$ cat config.mk
export PLATFORM = sky130hd
export DESIGN_NAME = smdc_ctrl
export DESIGN_NICKNAME = d
export VERILOG_FILES = /design/src/sv/smdc_pkg.sv /design/src/sv/smdc_ctrl.sv
export SDC_FILE = /design/constraint.sdc
export NUM_CORES = 1
export LEC_CHECK = 0
export ABC_AREA = 1
export BUFFER_PORTS_ARGS = -buffer_cell sky130_fd_sc_hd__buf_2
export CELL_PAD_IN_SITES_DETAIL_PLACEMENT = 2
export CELL_PAD_IN_SITES_GLOBAL_PLACEMENT = 2
export CORE_ASPECT_RATIO = 1.25
export CORE_MARGIN = 8
export CORE_UTILIZATION = 19
export CTS_CLUSTER_DIAMETER = 50
export DETAILED_ROUTE_END_ITERATION = 8
export PLACE_DENSITY = 0.68
export SLEW_MARGIN = 30
export SYNTH_ARGS = -nofsm -noshare
export SYNTH_HDL_FRONTEND = slang
export SYNTH_SLANG_ARGS = --single-unit
$ cat constraint.sdc
create_clock -name aclk -period 1.2 [get_ports aclk]
set_clock_uncertainty 0.1 [all_clocks]
set_input_delay 0.06 -clock aclk [delete_from_list [all_inputs] [get_ports aclk]]
set_output_delay 0.06 -clock aclk [all_outputs]
set_load 0.1 [all_outputs]
$ cat src/sv/smdc_pkg.sv
// ----------------------------------------------------------------------------
// smdc_pkg
// Shared types, register indexes, defaults and the sine table function for
// the stereo modulated delay chorus.
// ----------------------------------------------------------------------------
`default_nettype none

package smdc_pkg;

    localparam int DELAY_DEPTH_DEF     = 4096;
    localparam int SINE_TABLE_SIZE_DEF = 256;

    localparam int SAMPLE_W = 24;
    localparam int CFG_W    = 32;
    localparam int CFG_IDX_W = 3;

    localparam logic [CFG_IDX_W-1:0] REG_PHASE_STEP   = 3'd0;
    localparam logic [CFG_IDX_W-1:0] REG_CENTER_DELAY = 3'd1;
    localparam logic [CFG_IDX_W-1:0] REG_SWING_DEPTH  = 3'd2;
    localparam logic [CFG_IDX_W-1:0] REG_MIN_DELAY    = 3'd3;
    localparam logic [CFG_IDX_W-1:0] REG_MIX_GAIN     = 3'd4;
    localparam logic [CFG_IDX_W-1:0] REG_WIDTH_OFFSET = 3'd5;
    localparam logic [CFG_IDX_W-1:0] REG_SMOOTH_ALPHA = 3'd6;
    localparam logic [CFG_IDX_W-1:0] REG_FLAGS        = 3'd7;

    typedef struct packed {
        logic signed [SAMPLE_W-1:0] left_sample;
        logic signed [SAMPLE_W-1:0] right_sample;
    } in_t;

    typedef struct packed {
        logic signed [SAMPLE_W-1:0] left_out;
        logic signed [SAMPLE_W-1:0] right_out;
    } out_t;

    typedef struct packed {
        logic ch;
        logic latch_in;
        logic mem_wr;
        logic lfo_en;
        logic dly_en;
        logic rd_lo;
        logic rd_hi;
        logic s0_en;
        logic tap_en;
        logic lpf_en;
        logic mixa_en;
        logic mixb_en;
        logic commit;
        logic out_load;
    } cmd_t;

    typedef struct packed {
        logic bypass;
    } status_t;

    // Q15 sine of table entry k for a table of 2^lg entries
    function automatic logic signed [17:0] sine_entry(input int k, input int lg);
        longint u;
        longint z;
        longint z2;
        longint t;
        longint s;
        longint q;
        u = longint'(k) << (32 - lg);
        q = (u >> 30) & 3;
        z = (u & 64'h3FFF_FFFF) >> 15;
        if ((q & 1) != 0) z = 32768 - z;
        z2 = (z * z) >> 15;
        t  = 21024 - ((2320 * z2) >> 15);
        t  = 51472 - ((t * z2) >> 15);
        s  = (t * z) >> 15;
        if ((q & 2) != 0) s = -s;
        return 18'(s);
    endfunction

endpackage

`default_nettype wire

$ cat src/sv/smdc_ctrl.sv
// ----------------------------------------------------------------------------
// smdc_ctrl
// Frame sequencer: steps the datapath through LFO, delay, tap reads,
// interpolation, lowpass and mix per channel (not in bypass), then hands off.
// ----------------------------------------------------------------------------
`default_nettype none

module smdc_ctrl
    import smdc_pkg::*;
(
    input  wire logic    aclk,
    input  wire logic    aresetn,
    input  wire logic    s_valid,
    output logic         s_ready,
    output logic         m_valid,
    input  wire logic    m_ready,
    input  wire status_t status,
    output cmd_t         cmd
);

    localparam logic [3:0] ST_IDLE = 4'd0;
    localparam logic [3:0] ST_LFO  = 4'd1;
    localparam logic [3:0] ST_DLY  = 4'd2;
    localparam logic [3:0] ST_RD0  = 4'd3;
    localparam logic [3:0] ST_RD1  = 4'd4;
    localparam logic [3:0] ST_TAP  = 4'd5;
    localparam logic [3:0] ST_LPF  = 4'd6;
    localparam logic [3:0] ST_MIXA = 4'd7;
    localparam logic [3:0] ST_MIXB = 4'd8;
    localparam logic [3:0] ST_OUT  = 4'd9;

    logic [3:0] state_reg, state_next;
    logic       ch_reg, ch_next;
    logic       mval_reg, mval_next;
    logic       out_free;

    assign s_ready  = (state_reg == ST_IDLE);
    assign m_valid  = mval_reg;
    assign out_free = !mval_reg || m_ready;

    always_comb begin
        state_next = state_reg;
        ch_next    = ch_reg;
        mval_next  = mval_reg && !m_ready;
        cmd        = '0;
        cmd.ch     = ch_reg;
        case (state_reg)
            ST_IDLE: begin
                if (s_valid) begin
                    cmd.latch_in = 1'b1;
                    ch_next      = 1'b0;
                    state_next   = status.bypass ? ST_OUT : ST_LFO;
                end
            end
            ST_LFO: begin
                cmd.lfo_en = 1'b1;
                cmd.mem_wr = !ch_reg;
                state_next = ST_DLY;
            end
            ST_DLY: begin
                cmd.dly_en = 1'b1;
                state_next = ST_RD0;
            end
            ST_RD0: begin
                cmd.rd_lo  = 1'b1;
                state_next = ST_RD1;
            end
            ST_RD1: begin
                cmd.rd_hi  = 1'b1;
                cmd.s0_en  = 1'b1;
                state_next = ST_TAP;
            end
            ST_TAP: begin
                cmd.tap_en = 1'b1;
                state_next = ST_LPF;
            end
            ST_LPF: begin
                cmd.lpf_en = 1'b1;
                state_next = ST_MIXA;
            end
            ST_MIXA: begin
                cmd.mixa_en = 1'b1;
                state_next  = ST_MIXB;
            end
            ST_MIXB: begin
                cmd.mixb_en = 1'b1;
                if (ch_reg) begin
                    cmd.commit = 1'b1;
                    state_next = ST_OUT;
                end else begin
                    ch_next    = 1'b1;
                    state_next = ST_LFO;
                end
            end
            ST_OUT: begin
                if (out_free) begin
                    cmd.out_load = 1'b1;
                    mval_next    = 1'b1;
                    state_next   = ST_IDLE;
                end
            end
            default: state_next = ST_IDLE;
        endcase
    end

    always_ff @(posedge aclk) begin
        if (!aresetn) begin
            state_reg <= ST_IDLE;
            ch_reg    <= 1'b0;
            mval_reg  <= 1'b0;
        end else begin
            state_reg <= state_next;
            ch_reg    <= ch_next;
            mval_reg  <= mval_next;
        end
    end

endmodule

`default_nettype wire

-- Word-level counts from Yosys, hierarchy flattened
Index checks and enable logic that the tools add are counted.
- register bits: 6
- word-level logic and storage cells: 45
- output and inout port bits: 16
- reductions and logical operators: 9
- multiplexer cells: 22
- equality and inequality tests: 11
- operators by type and width (cell ; count):
    $pmux 4 s10 ; 1
    $eq 4x3->1 const B ; 4
    $mux 4 ; 4
    $mux 1 ; 13
    $eq 4x2->1 const B ; 2
    $eq 4x4->1 const B ; 2
    $mux 2 ; 3
    $eq 4x1->1 const B ; 1
    $logic_not 4->1 ; 1
    $ne 2x2->1 const B ; 2
    $reduce_and 2->1 ; 2
    $logic_not 1->1 ; 3
    $pmux 1 s2 ; 1
    $reduce_bool 2->1 ; 1
    $logic_and 1x1->1 ; 1
    $logic_or 1x1->1 ; 1

-- Depth between registers and ports, before layout
- depth after elaboration: 4
- gate-level depth with buffers: 7
- depth with buffers taken out: 7

-- Worst setup path before layout
No wires, ideal clock.
- path type: register -> output
- from: register state_reg[2]
- to: output port cmd[7] (netlist bit)
- required time: 1.040 ns
- path buffers: 1
- arrival time: 3.270 ns
- stages on the path, launching flop included: 6
- path slack: -2.230 ns
- path through: dfxtp_1 -> inv_1 -> nor2_1 -> inv_1 -> nor3_1 -> buf_4
- RTL lines (what ; line ; source):
    start, declared ; smdc_ctrl.sv:32 ; logic [3:0] state_reg, state_next;
    start signal, assigned ; smdc_ctrl.sv:112 ; state_reg <= state_next;
    end, declared ; smdc_ctrl.sv:18 ; output cmd_t cmd

==> metrics.json <==
{
  "result_of_the_run": "finished with violations",
  "failed_checks": "setup timing",
  "regToRegEndpoint": "state_reg[0]",
  "fin_total_pwr_mw": 2.04,
  "cts_buffer_count": 3,
  "ys_ff_latch": 6,
  "floorplan.initialDensity_pct": 20.2,
  "critical-path-slowest-cell": "dfxtp_4",
  "cts_max_path_buffers": 2,
  "floorplan.die_area_sq_um": 3880,
  "global_route.peak_usage_layer": "met2",
  "die_w_um": 57.3,
  "area_delta_synth_final_pct": 194,
  "report.final.setup_viol": 18,
  "netlist_instances": 67,
  "startpoint": "state_reg[2]",
  "finalWirelength_um": 3010,
  "vdd_ir_drop_max_mv": 0.913,
  "setup_repair_after_global_routing_missed_its_margin": "yes",
  "post-place-cells": 113,
  "post-route-min-period_ns": 1.49,
  "critical_path_data_arrival_time_ns": 1.33,
  "min_path_type": "input pin to flop",
  "yosys-top-cells-area": "dfxtp_1 (30%), inv_1 (14%), nand2_1 (9.3%)",
  "criticalPathCategory": "flop to output port",
  "number_of_cell_instances_on_the_worst_register_to_register_path": 8,
  "critical_path_required_ns": 1.04,
  "numClockSinks": 6,
  "critical_path_peak_fanout": 4,
  "number_of_h_tree_levels": 1,
  "numPortBuffers": 20,
  "post_layout_worst_setup_margin_ns": -0.287,
  "fmax_mhz": 672,
  "core_region_area_sq_um": 2000,
  "static-leakage-power_nw": 0.507,
  "timing.hold.ws_ns": 0.0903,
  "post-synth-top-area-fraction_pct": 29.6,
  "largest_reg_flops": 4,
  "timing_max_transition_violations_final": 0,
  "critPathCaptureType": "output port",
  "synth_nets": 72,
  "cts_root_buffer": "clkbuf_4",
  "antenna_found_initial": 0,
  "most_repeated_library_cell_on_the_critical_path": "inv_4",
  "r2r_setup_slack_ns": -0.25,
  "drive_gt1_share_pct": 84.8,
  "grt_usage_pct": 14.1,
  "final_min_period_over_clock_period_pct": 124,
  "antenna-diode-count": 0,
  "path_cells": "inv_4, nor2_4, inv_4, nor3_4, buf_12",
  "drt-initial-drc-count": 2,
  "timing.max_slew.rel_slack_pct": 81.8,
  "num_vias": 616,
  "grt_max_degree": 7,
  "synth.lib_cells_used.distinct": 17,
  "fin_nets": 119,
  "syn_area_per_cell_sq_um": 6.05,
  "cts_tree": "yes",
  "worst_skew_pair_later_pin_latency_ns": 0.26,
  "met2_usage_pct": 25.4,
  "gr-usage-met3_pct": 4.18,
  "dieHeight_um": 67.6,
  "cp_slowest_stage_delay_ns": 0.39,
  "crit_path_start_kind": "flop",
  "antenna_left": 0,
  "max_cap_viol_count": 0,
  "average_wire_length_per_cell_after_detail_routing_um": 22.8,
  "finalHoldViolCount": 0,
  "remaining_global_route_overflow": 0,
  "std_cell_rows": 18,
  "ys.warnings.count": 0,
  "clkSlewWorstSetupHoldPaths_ns": 0.05,
  "detailed_place_hpwl_um": 1510,
  "timing.setup.tns_ns": -3.92,
  "timing.rr.start": "state_reg[0]",
  "fin_cells": 132,
  "synth.largest_area_cell": "dfxtp_1",
  "synth-seq-area-share_pct": 29.6,
  "grt.met1_usage_pct": 14.6,
  "post_drt_via_cell_ratio": 4.67,
  "worstMarginPinSlew_ns": 0.272,
  "grt_first_pass_wirelength_um": 4000,
  "drc": 0,
  "ioPinCount": 21,
  "synthesis.area_sq_um": 405,
  "crit_path_end": "cmd[6]",
  "drt_first_pass_iters": 2,
  "number_of_global_route_vias_before_repair": 717,
  "gp_congestion": 0.789,
  "powerDensity_nw_per_um2": 1710
}
[stage by stage]
stage | setup slack, ns | utilization [%] | instance area, sq um
after floorplan | -0.648 | - | 553
after global placement | -0.0258 | 47.4 | 951
after detailed placement | -0.0514 | 47.4 | 951
after CTS | -0.250 | 54.0 | 1080
after global routing | -0.340 | 59.5 | 1190
final | -0.287 | 59.5 | 1190
[power by group]
group | internal (mW) | switching (mW)
Clock | 0.114 | 0.0875
Sequential | 0.236 | 0.0643
Combinational | 0.566 | 0.972
[synthesized netlist by cell type (all sizes together)]
library cell and n:
nor3 4, buf 3, nand2 10, dfxtp 6
nor4 1, a21oi 3, clkinv 1, inv 17
o21a 1, nor2 13, o21ai 2, nand3 6
[routing by layer]
layer	part of all wire, %	vias up
met5	0	-
met2	56	15
met4	2.5	0
li1	-	292
met1	38	302
met3	3.5	7
[final cells by class]
cell class              instances  area [sq um]
clock buffers                   3          22.5
multi-input cells              40           368
fillers                       183           812
repair buffers                 45           546
flip-flops and latches          6           140
inverters                      18          91.3
well taps                      20          25.0
[logic make-up (layout without fill, tap and decap cells)]
logic type	Yosys count	count (layout)	synth area share [%]
and+or+nand+nor	34	34	40.1
AOI/OAI and AO/OA	6	6	8.02
buffers and inverters	21	66	22.2
DFF	6	6	29.6
[layout by cell type (no fill, tap or decap)]
cell | synthesis | routed
nor2_4 | 1 | 10
inv_2 | 2 | 5
nand3_2 | 1 | 2
clkinvlp_4 | 0 | 3
o21ai_2 | 0 | 1
nand3_4 | 0 | 2
inv_4 | 0 | 5
a21oi_1 | 3 | 3
buf_2 | 0 | 4
nand3_1 | 5 | 2
buf_6 | 0 | 4
buf_12 | 0 | 16
nand2_2 | 0 | 5
dfxtp_2 | 0 | 1
nor3_4 | 0 | 4
buf_4 | 3 | 20
nor2_2 | 3 | 3
clkbuf_4 | 0 | 3
nor4_2 | 0 | 1
o21ai_1 | 1 | 1
nand2_1 | 10 | 4
nand2_4 | 0 | 1
o21a_1 | 1 | 1
dlygate4sd3_1 | 0 | 1
inv_1 | 15 | 5
dfxtp_4 | 0 | 5
[worst min path at each step]
stage / slack [ns] / depth (start not counted) / start / to
global route: 0.11 / 4 / m_ready / state_reg[3]
global placement: 0.21 / 2 / aresetn / state_reg[2]
CTS: 0.06 / 4 / m_ready / state_reg[3]
detailed placement: 0.21 / 2 / aresetn / state_reg[2]
finish: 0.09 / 4 / m_ready / state_reg[3]
floorplan: 0.08 / 1 / aresetn / state_reg[2]
[critical path: cells and delay by family (launching register included)]
family / cells / cell delay, ns
flip-flops: 1 / 0.39
buffers and inverters: 3 / 0.34
AND/OR/NAND/NOR: 2 / 0.34
[timing repair]
item,CTS,global route
resized for setup,12,18
setup endpoints to repair,17,18
pin swaps,8,7
hold buffers,1,0
setup buffers,9,6
endpoints found under the hold margin,2,0
No activity file was read; power rests on OpenSTA's default activity.
